File: config.mk
export PLATFORM = sky130hd
export DESIGN_NAME = tx_ring_with_dma_chunking_flat
export DESIGN_NICKNAME = d
export VERILOG_FILES = /design/src/rtl/txr_pkg.sv /design/src/rtl/txr_stream_if.sv /design/src/rtl/tx_ring_with_dma_chunking.sv /design/src/flat_wrapper.sv
export SDC_FILE = /design/constraint.sdc
export NUM_CORES = 2
export LEC_CHECK = 0
export BUFFER_PORTS_ARGS = -buffer_cell sky130_fd_sc_hd__buf_2
export CAP_MARGIN = 40
export CORE_MARGIN = 5
export CORE_UTILIZATION = 55
export CTS_BUF_LIST = sky130_fd_sc_hd__clkbuf_4
export CTS_CLUSTER_DIAMETER = 150
export DETAILED_ROUTE_END_ITERATION = 12
export PLACE_DENSITY = 0.77
export SETUP_SLACK_MARGIN = 0.15
export SYNTH_ARGS = -nofsm -noshare
export SYNTH_HDL_FRONTEND = slang
export SYNTH_SLANG_ARGS = --single-unit
File: constraint.sdc
create_clock -name i_clk -period 10.4 [get_ports i_clk]
set_clock_uncertainty 0.15 [all_clocks]
set_input_delay 3.12 -clock i_clk [delete_from_list [all_inputs] [get_ports i_clk]]
set_output_delay 3.12 -clock i_clk [all_outputs]
set_load 0.005 [all_outputs]
File: src/rtl/txr_pkg.sv
// Package for the transmit ring: request and result types, action and status codes.
// No dependencies; the ring, the checker and the testbench import it.
package txr_pkg;

    // Request action codes
    localparam logic [1:0] ACT_BYTE  = 2'd0;
    localparam logic [1:0] ACT_DONE  = 2'd1;
    localparam logic [1:0] ACT_FETCH = 2'd2;

    // Result status codes
    localparam logic [1:0] ST_OK   = 2'd0;
    localparam logic [1:0] ST_ZERO = 2'd1;
    localparam logic [1:0] ST_FULL = 2'd2;

    typedef struct packed {
        logic [1:0]  action;
        logic [7:0]  data_byte;
        logic [15:0] message_length;
        logic        first_of_message;
        logic        last_of_message;
        logic [7:0]  fetch_offset;
    } t_req;

    typedef struct packed {
        logic [1:0]  status;
        logic        transfer_arm;
        logic [7:0]  transfer_offset;
        logic [7:0]  transfer_length;
        logic [7:0]  fetched_byte;
        logic        busy_res;
        logic [7:0]  bytes_used;
        logic [31:0] full_events;
    } t_rsp;

endpackage

File: src/rtl/txr_stream_if.sv
// Valid/ready channel carrying one payload of type T per request.
// Used with txr_pkg::t_req and txr_pkg::t_rsp payloads.
interface txr_stream_if #(
    parameter type T = logic
) ();
    logic valid;
    logic ready;
    T     data;

    modport source (output valid, output data, input ready);
    modport sink   (input valid, input data, output ready);
endinterface

File: src/rtl/tx_ring_with_dma_chunking.sv
// Transmit ring with DMA run arming. Message bytes, transfer completions and
// fetches arrive on i_req; each accepted request yields exactly one result on
// o_rsp through the result register. One request is taken every cycle unless a
// held result stalls the input; a new request is taken even while the previous
// result is still waiting, as long as that result leaves this cycle. Throughput
// is set by the single result register and the one-read-one-write ring memory,
// read in the same cycle as the fetch is accepted. One ring slot always stays
// free, so at most RING_SIZE-1 bytes are committed. The ring memory is not
// cleared at reset; fetching a slot never written returns an undefined byte.
module tx_ring_with_dma_chunking #(
    parameter int RING_SIZE = 256
) (
    input  logic                 i_clk,
    input  logic                 i_rst_n,
    txr_stream_if.sink           i_req,
    txr_stream_if.source         o_rsp
);
    import txr_pkg::*;

    localparam int PW = $clog2(RING_SIZE);

    localparam logic [PW-1:0] LAST_SLOT = PW'(RING_SIZE - 1);
    localparam logic [PW:0]   RS_W      = (PW + 1)'(RING_SIZE);

    typedef logic [PW-1:0] t_mod_tab [256];

    // Map an 8-bit fetch offset onto a ring slot
    function automatic t_mod_tab build_mod_tab();
        t_mod_tab tab;
        int       c;
        c = 0;
        for (int i = 0; i < 256; i++) begin
            tab[i] = PW'(c);
            c = (c == RING_SIZE - 1) ? 0 : c + 1;
        end
        return tab;
    endfunction

    localparam t_mod_tab MOD_TAB = build_mod_tab();

    // Committed bytes between drain and commit pointers
    function automatic logic [PW-1:0] used_of(logic [PW-1:0] c, logic [PW-1:0] d);
        logic [PW:0] diff;
        diff = {1'b0, c} - {1'b0, d};
        if (c < d) begin
            diff = diff + RS_W;
        end
        return diff[PW-1:0];
    endfunction

    // Ring memory
    logic [7:0] r_mem [RING_SIZE];

    // Control state
    logic [PW-1:0] r_commit, n_commit;
    logic [PW-1:0] r_wptr,   n_wptr;
    logic [PW-1:0] r_drain,  n_drain;
    logic [PW-1:0] r_run,    n_run;
    logic          r_busy,   n_busy;
    logic          r_drop,   n_drop;
    logic [31:0]   r_cnt,    n_cnt;

    // Result stage
    logic          r_out_valid;
    t_rsp          r_rsp, n_rsp;
    logic          r_is_fetch;
    logic [7:0]    r_rd_byte;

    logic          accept;
    logic          mem_we;
    logic [PW-1:0] wp_base;
    logic [PW-1:0] wp_next;
    logic [PW-1:0] used_now;
    logic [16:0]   free_now;
    logic [PW:0]   drain_sum;
    logic [PW-1:0] drain_adv;
    logic [PW-1:0] used_x;
    logic [PW:0]   to_end;
    logic [PW-1:0] run_len;
    logic          arm;
    t_req          req;

    assign req    = i_req.data;
    assign accept = i_req.valid && i_req.ready;

    // Take a request whenever the result register is empty or drains now
    assign i_req.ready = !r_out_valid || o_rsp.ready;

    assign used_now  = used_of(r_commit, r_drain);
    assign free_now  = 17'(RING_SIZE - 1) - 17'(used_now);
    assign wp_base   = req.first_of_message ? r_commit : r_wptr;
    assign wp_next   = (wp_base == LAST_SLOT) ? '0 : wp_base + 1'b1;
    assign drain_sum = {1'b0, r_drain} + {1'b0, r_run};
    assign drain_adv = (drain_sum >= RS_W) ? PW'(drain_sum - RS_W) : drain_sum[PW-1:0];

    // Run from the new drain pointer to the wrap point or the commit pointer
    assign used_x  = used_of(n_commit, n_drain);
    assign to_end  = RS_W - {1'b0, n_drain};
    assign run_len = ({1'b0, used_x} < to_end) ? used_x : to_end[PW-1:0];

    // Next state and result for the request at the input
    always_comb begin
        logic take;
        n_commit = r_commit;
        n_wptr   = r_wptr;
        n_drain  = r_drain;
        n_run    = r_run;
        n_busy   = r_busy;
        n_drop   = r_drop;
        n_cnt    = r_cnt;
        mem_we   = 1'b0;
        arm      = 1'b0;
        take     = 1'b0;
        n_rsp    = '0;
        n_rsp.status = ST_OK;

        case (req.action)
            ACT_BYTE: begin
                take   = 1'b1;
                n_wptr = wp_base;
                if (req.first_of_message) begin
                    n_drop = 1'b0;
                    if (req.message_length == '0) begin
                        n_rsp.status = ST_ZERO;
                        take         = 1'b0;
                        n_drop       = !req.last_of_message;
                    end else if (free_now < {1'b0, req.message_length}) begin
                        n_rsp.status = ST_FULL;
                        n_cnt        = r_cnt + 32'd1;
                        take         = 1'b0;
                        n_drop       = !req.last_of_message;
                    end
                end else if (r_drop) begin
                    n_rsp.status = ST_FULL;
                    take         = 1'b0;
                    if (req.last_of_message) begin
                        n_drop = 1'b0;
                    end
                end
                if (take) begin
                    if (wp_next == r_drain) begin
                        n_rsp.status = ST_FULL;
                    end else begin
                        mem_we = 1'b1;
                        n_wptr = wp_next;
                    end
                    if (req.last_of_message) begin
                        n_commit = n_wptr;
                        if (!r_busy && used_of(n_wptr, r_drain) != '0) begin
                            n_busy = 1'b1;
                            arm    = 1'b1;
                        end
                    end
                end
            end
            ACT_DONE: begin
                if (r_busy) begin
                    n_drain = drain_adv;
                    n_run   = '0;
                    if (used_of(r_commit, drain_adv) != '0) begin
                        arm = 1'b1;
                    end else begin
                        n_busy = 1'b0;
                    end
                end
            end
            default: begin
            end
        endcase

        if (arm) begin
            n_run                 = run_len;
            n_rsp.transfer_arm    = 1'b1;
            n_rsp.transfer_offset = 8'(n_drain);
            n_rsp.transfer_length = 8'(run_len);
        end
        n_rsp.busy_res    = n_busy;
        n_rsp.bytes_used  = 8'(used_x);
        n_rsp.full_events = n_cnt;
    end

    // Hold ring state; advance on each accepted request
    always_ff @(posedge i_clk) begin
        if (!i_rst_n) begin
            r_commit <= '0;
            r_wptr   <= '0;
            r_drain  <= '0;
            r_run    <= '0;
            r_busy   <= 1'b0;
            r_drop   <= 1'b0;
            r_cnt    <= '0;
        end else if (accept) begin
            r_commit <= n_commit;
            r_wptr   <= n_wptr;
            r_drain  <= n_drain;
            r_run    <= n_run;
            r_busy   <= n_busy;
            r_drop   <= n_drop;
            r_cnt    <= n_cnt;
        end
    end

    // Ring memory: one write port, one registered read port
    always_ff @(posedge i_clk) begin
        if (accept && mem_we) begin
            r_mem[wp_base] <= req.data_byte;
        end
        if (accept && req.action == ACT_FETCH) begin
            r_rd_byte <= r_mem[MOD_TAB[req.fetch_offset]];
        end
    end

    // Result register valid flag
    always_ff @(posedge i_clk) begin
        if (!i_rst_n) begin
            r_out_valid <= 1'b0;
        end else if (accept) begin
            r_out_valid <= 1'b1;
        end else if (o_rsp.ready) begin
            r_out_valid <= 1'b0;
        end
    end

    // Result payload, loaded with each accepted request
    always_ff @(posedge i_clk) begin
        if (accept) begin
            r_rsp      <= n_rsp;
            r_is_fetch <= (req.action == ACT_FETCH);
        end
    end

    // Drive the result channel; fetched byte comes straight from the read register
    always_comb begin
        o_rsp.valid = r_out_valid;
        o_rsp.data  = r_rsp;
        o_rsp.data.fetched_byte = r_is_fetch ? r_rd_byte : 8'd0;
    end

endmodule

File: src/flat_wrapper.sv
// flat-port wrapper written by rule: the top's interface ports become plain ports
module tx_ring_with_dma_chunking_flat import txr_pkg::*;
#(
    parameter int RING_SIZE = 256
)
  (i_clk, i_rst_n, i_req_valid, i_req_data, i_req_ready, o_rsp_valid, o_rsp_data, o_rsp_ready);
  txr_stream_if #(.T(t_req)) i_req_i ();
  txr_stream_if #(.T(t_rsp)) o_rsp_i ();
  input  logic i_clk;
  input  logic i_rst_n;
  input wire logic [$bits(i_req_i.valid)-1:0] i_req_valid;
  input wire logic [$bits(i_req_i.data)-1:0] i_req_data;
  output wire logic [$bits(i_req_i.ready)-1:0] i_req_ready;
  output wire logic [$bits(o_rsp_i.valid)-1:0] o_rsp_valid;
  output wire logic [$bits(o_rsp_i.data)-1:0] o_rsp_data;
  input wire logic [$bits(o_rsp_i.ready)-1:0] o_rsp_ready;
  assign i_req_i.valid = i_req_valid;
  assign i_req_i.data = i_req_data;
  assign i_req_ready = i_req_i.ready;
  assign o_rsp_valid = o_rsp_i.valid;
  assign o_rsp_data = o_rsp_i.data;
  assign o_rsp_i.ready = o_rsp_ready;
  tx_ring_with_dma_chunking #(.RING_SIZE(RING_SIZE)) u_core (.i_clk(i_clk), .i_rst_n(i_rst_n), .i_req(i_req_i), .o_rsp(o_rsp_i));
endmodule
Word-level counts from Yosys, hierarchy flattened:

Memory sizes are Yosys's and may differ from the RTL's. A register that Yosys moved wholly into a read port is not among the register bits.
Index checks and enable logic that the tools add are counted.

* reductions and logical operators: 17
* bitwise logic cells: 1
* eq/ne operators: 4
* mux-type cells: 66
* $lt $le $gt $ge: 8
* $add $sub $neg: 14

Operators with widths (number)
* $mux W8: 28
* $mux W32: 4
* $add A8 B1 Y8 const B: 5
* $add A32 B1 Y32 const B: 1
* $lt A8 B8 Y1: 4
* $sub A8 B8 Y8: 4
* $mux W1: 25
* $ge A9 B9 Y1 const B: 2
* $lt A17 B16 Y1: 1
* $mux W17: 1
* $logic_not A16 Y1: 1
* $reduce_bool A8 Y1: 2
* $mux W2: 6
* $add A8 B8 Y9: 1
* $lt A8 B9 Y1: 1
* $not A8 Y9: 1
* $sub A8 B8 Y9 const A: 1
* $sub A9 B8 Y9 const A: 1
* $eq A8 B8 Y1: 1
* $eq A8 B8 Y1 const B: 1
* $sub A8 B1 Y8 const B: 1
* $reduce_bool A2 Y1: 3
* $logic_and A1 B1 Y1: 4
* $pmux W1 S2: 2
* 7 further kinds: 9

* input port bits: 40
* word-level logic and storage cells: 128
* flip-flop bits (word level): 128
* memory bits (writable): 2048
* bits in read-only memories: 2048
* memories: 2
* output and inout bits: 70

Memories
* (name not given): depth 256, width 8, read ports 1, clocked after memory_dff 0, wr ports 0, RTL line tx_ring_with_dma_chunking.sv:209 `r_rd_byte <= r_mem[MOD_TAB[req.fetch_offset]];`
* u_core.r_mem: depth 256, width 8, read ports 1, clocked after memory_dff 1, wr ports 1, RTL line tx_ring_with_dma_chunking.sv:52 `logic [7:0] r_mem [RING_SIZE];`

Depth between registers and ports, before layout:

* word-level depth: 25
* gate-level depth with buffers: 39
* gate-level depth less buffers: 38

Worst setup path before layout:

No wires, ideal clock.

* path type: input to register
* from: input i_req_data[9]
* to: register u_core.r_rsp, in the netlist u_core.o_rsp.data[56] (data pin)
* buffers on the path: 3
* required time: 9.974 ns
* setup time: 0.276 ns
* arrival time: 9.351 ns
* stages: 32
* slack: 0.623 ns
* cells stage by stage: buf_6 > buf_12 > buf_4 > mux2_2 > ha_1 > nand4_4 > a222oi_1 > nor3_1 > and3b_1 > o211a_1 > nand2_1 > o21ai_0 > mux2i_1 > inv_1 > ha_1 > a21oi_1 > nand2b_1 > nor3_1 > a21o_1 > a2111oi_4 > xnor2_1 > ha_1 > o21a_1 > o21a_1 > o21a_1 > o21a_1 > o21a_1 > o32a_1 > or3_1 > o41a_1 > nand3_2 > nor3b_2

RTL lines
* from (decl): RTL line flat_wrapper.sv:12 `input wire logic [$bits(i_req_i.data)-1:0] i_req_data;`
* to (signal assigned): RTL line tx_ring_with_dma_chunking.sv:227 `r_rsp <= n_rsp;`
* to (decl): RTL line tx_ring_with_dma_chunking.sv:65 `t_rsp r_rsp, n_rsp;`

==> flow_results.org <==
** Clock network
- Counting the buffers created by CTS gives 555.
- The clock tree synthesis step divided the H-tree into 6 levels.
- In this run the deepest clock path goes through 4 buffers.
- TritonCTS built the clock tree.
- Gates resized during post-CTS repair numbered 0.
- Number of buffers added for setup after CTS :: 0
- Clock-pin slew was measured on the worst setup and hold paths at 0.07 ns.
- Worst-skew pair later-pin latency :: 1.25 ns
- CTS saw 2184 sinks.
- The tree is rooted in a sky130_fd_sc_hd__clkbuf_4.
- Hold repair after CTS inserted 0 buffers.

** Global routing
- The via count of the first global-routing pass was 45300.
- Total congestion overflow after global routing :: 0
- Entering global routing, the biggest net connects 131 pins.
- Initial antenna violation count :: 8
- Tot GR Track Use :: 23.9%
- Wire length of the first global-routing pass :: 295000 um

** Drt
- After detailed routing, the number of remaining DRC violations is 0.
- Via count :: 44500
- The count of nets left with antenna violations once routing finished came out at 0.
- Number of DRC violations after detailed-routing iteration 0 :: 5592
- Routed via count divided by cell count :: 6.27
- Met1 layer wirelength in the final routing :: 75800 um
- Signal routing reaches up to met4.
- Detailed route wirelength on metal3 :: 20500 um
- Number of optimization iterations in the first detailed-route pass :: 6
- The routed design has 199000 um of wire.
- Routed length on met2 :: 97000 um
- WL/cell :: 28.0 um

** Floorplanning
- Pin placement for this block handled 110 I/O pins.
- In this run the core area contains 146 standard-cell rows.
- The die covers 167000 um2.
- For this configuration, the core starts out at a cell density of 55.2%.
- The floorplan step set the die height to 408 um.
- Core region area :: 158000 um2
- From left edge to right edge, the die measures 408 um.

** Power and ir drop
- Pwr/cell area :: 182 nW/um2
- Summed over all cells, the static leakage comes to 0.0311 uW.
- IR analysis of the VDD net gives a maximum drop of 0.128 mV.
- Overall power :: 17700 uW

** Logic synthesis
- The most used flip-flop cell after synthesis is sky130_fd_sc_hd__edfxtp_1.
- Summing the areas of all compound-gate instances in the mapped netlist gives 1.46% of the synthesized area.
- Number of synthesized flops with an enable pin :: 2117
- Top area cells in the synthesized netlist :: sky130_fd_sc_hd__edfxtp_1 73%, sky130_fd_sc_hd__mux4_2 18%, sky130_fd_sc_hd__nor2_1 1.6%
- The netlist uses 90 different library cells.
- In the synthesized netlist the async set-or-reset flop fraction comes to 0%.
- Summed over all instances, the cell type with the most area after synthesis is sky130_fd_sc_hd__edfxtp_1.
- Share of cell area taken by muxes after synthesis :: 17.8%
- Mean instance size in the synthesized netlist :: 21.1 um2
- The number of nets in the synthesized netlist is 4243.
- Adder and majority gate portion of the synthesized area :: 0.857%
- Cell count after synthesis :: 4145
- Post-synthesis instance area :: 87300 um2
- Post-synth top area share :: 72.8%
- The synthesized netlist devotes 0.977% of its cell area to XOR and XNOR gates.
- Post-synthesis simple-gate area fraction :: 3.36%
- After synthesis the netlist holds a flip-flop and latch count of 2184.
- Sequential cells were found to cover 74.3% of the synthesized design area.
- Main combinational cell family by area after synthesis :: multiplexers
- During synthesis, Yosys emitted a total of 0 warnings.

** Timing
- Minimum clock period after layout :: 9.17 ns
- Once routing completed, OpenROAD measured the worst setup slack at 1.23 ns.
- Max-slew headroom at the worst pin :: 33.9%
- Derived from the worst setup path, the maximum achievable clock frequency is 0.109 GHz.
- The hold violation total from the final report is 0.
- The number of pins exceeding their max-slew limit in the final report is 0.
- Endpoints failing setup :: 0
- The worst path uses 88.2% of the clock period.
- Setup repair after global routing left no endpoint under its margin.
- Fin Setup TNS :: 0 ns
- Actual slew at the worst max-slew pin :: 0.991 ns

** Finish
- Total number of nets in the final design :: 4767
- After routing the design area is 97100 um2.
- Fraction of final layout cells sized beyond drive strength 1 :: 34.0%
- Leading cell types in the layout, fill and taps excluded :: 2117 x sky130_fd_sc_hd__edfxtp_1, 750 x sky130_fd_sc_hd__clkbuf_4, 680 x sky130_fd_sc_hd__mux4_2
- Leaving out fill and tap cells, the most frequent cell in the layout is sky130_fd_sc_hd__edfxtp_1.
- Area grow syn2layout :: 11.2%
- At the end of the flow the core is filled with cells to 61.4%.

** Setup path
- On the worst path, the slowest cell contributes a delay of 0.47 ns.
- STA classifies the critical path endpoint as a flip-flop.
- Biggest fanout along the worst timing path :: 10
- Data on the critical path is required at its endpoint by 11.22 ns.
- Most prevalent standard cell on the critical path :: sky130_fd_sc_hd__o21a_1
- CP delay by family, top :: compound AO/OA/AOI/OAI gates
- At the worst endpoint, the arrival time is 9.99 ns.
- Among all stages on the critical path, the largest delay is contributed by sky130_fd_sc_hd__ha_1.
- In this run the number of cells on the critical path is 32.
- The critical path is of the input pin to flip-flop type.
- Counting cells, the worst reg-to-reg path comes to 36.
- Together, buffers and inverters on the worst path number 4.
- Crit start category :: input pin

** Run status
- The flow ran to the end, and the final reports show no timing, DRC or antenna violations.

** Placement
- Final weighted congestion in routability-driven placement :: 0.829
- Total half-perimeter wirelength after legalization and detailed placement :: 118000 um
- Number of input and output port buffers inserted :: 109
- In this run the cell area measured after placement is 90500 um2.
- Worst-case setup slack after placement :: 0.0899 ns

** Worst hold path
- Path category of the worst min-delay check :: flip-flop to flip-flop
- The worst hold path was traced through 2 stages.

** Flow run
- The tool flagged a number of max-cap violations equal to 0.
routing by layer:
layer	GRT usage (%)	up-vias
met5	0	-
met4	7.95	0
met3	5.89	349
met2	37.3	2502
met1	33.7	23100
li1	-	18600
stage by stage:
step | hold slack [ns] | cells
after global placement | 0.336 | 6175
after detailed placement | 0.350 | 6184
final | 0.364 | 7092
after CTS | 0.363 | 7085
after floorplan | 0.292 | 4145
after global routing | 0.386 | 7090
power by group:
part           leakage (uW)  internal, uW  switching, uW
Clock               0.00394          3650           3270
Sequential           0.0196          9670           23.1
Combinational       0.00757           443            641
Total                0.0311         13800           3940
state kept, by name, indices dropped and copies added, names as in the netlist, named ones only:
signal / cells
u_core.r_mem: 2048
u_core.o_rsp.data: 60
u_core.r_is_fetch: 1
u_core.r_run: 8
u_core.r_busy: 1
u_core.r_commit: 7
u_core.r_wptr: 8
u_core.r_cnt: 32
u_core.r_drop: 1
u_core.o_rsp.valid: 1
u_core.r_drain: 8
u_core.r_rd_byte: 8
final timing paths:
check / startpoint / endpoint / slack, ns
setup / recovery: i_req_data[9] / u_core.o_rsp.data[56] / 1.23
hold / removal: u_core.r_cnt[13] / u_core.r_cnt[13] / 0.36
setup reg to reg: u_core.r_drain[1] / u_core.o_rsp.data[56] / 2.22
hold reg to reg: u_core.r_cnt[13] / u_core.r_cnt[13] / 0.36
layout make-up:
cell class	instances	area (um2)
antenna	7	17.5
inverter	50	190
tap	2072	2590
clock inverter	151	933
timing repair buffer	183	1430
clock buffer	750	5630
fill	10700	61100
sequential	2184	64900
multi-input combinational	1695	21400
cell usage after synthesis, types with 7 or more instances:
cell type	number
sky130_fd_sc_hd__mux4_2	680
sky130_fd_sc_hd__o211ai_1	7
sky130_fd_sc_hd__a21oi_1	47
sky130_fd_sc_hd__nor3_1	20
sky130_fd_sc_hd__nand2_1	101
sky130_fd_sc_hd__nand3_1	43
sky130_fd_sc_hd__dfxtp_1	67
sky130_fd_sc_hd__buf_2	8
sky130_fd_sc_hd__o21ai_0	29
sky130_fd_sc_hd__ha_1	55
sky130_fd_sc_hd__xor2_1	43
sky130_fd_sc_hd__mux2_2	7
sky130_fd_sc_hd__nand4_1	14
sky130_fd_sc_hd__a21o_1	13
sky130_fd_sc_hd__buf_1	62
sky130_fd_sc_hd__nor2b_1	9
sky130_fd_sc_hd__mux2i_1	15
sky130_fd_sc_hd__edfxtp_1	2117
sky130_fd_sc_hd__xnor2_1	50
sky130_fd_sc_hd__nand2_2	9
sky130_fd_sc_hd__a211oi_1	14
sky130_fd_sc_hd__and3_1	14
sky130_fd_sc_hd__clkbuf_1	142
sky130_fd_sc_hd__or3_1	16
sky130_fd_sc_hd__nand2b_1	9
sky130_fd_sc_hd__inv_1	46
sky130_fd_sc_hd__nor2_1	364
sky130_fd_sc_hd__o21a_1	12
sky130_fd_sc_hd__and2_1	16
worst reg2reg max path, delay by kind of cell (launching register included):
kind	cells	cell delay, ns
simple gates	7	1.04
xor+xnor	2	0.43
fa+ha+maj	4	1.16
flops	1	0.58
buf+inv	5	0.66
compound gates	18	3.89
cells by family after synthesis:
group | Yosys count
DFF | 2184
muxes | 703
and+or+nand+nor | 654
buffers and inverters | 266
AOI/OAI and AO/OA | 185
xor gates and xnor gates | 95
adders and majority gates | 58
No activity file was read; power rests on OpenSTA's default activity.
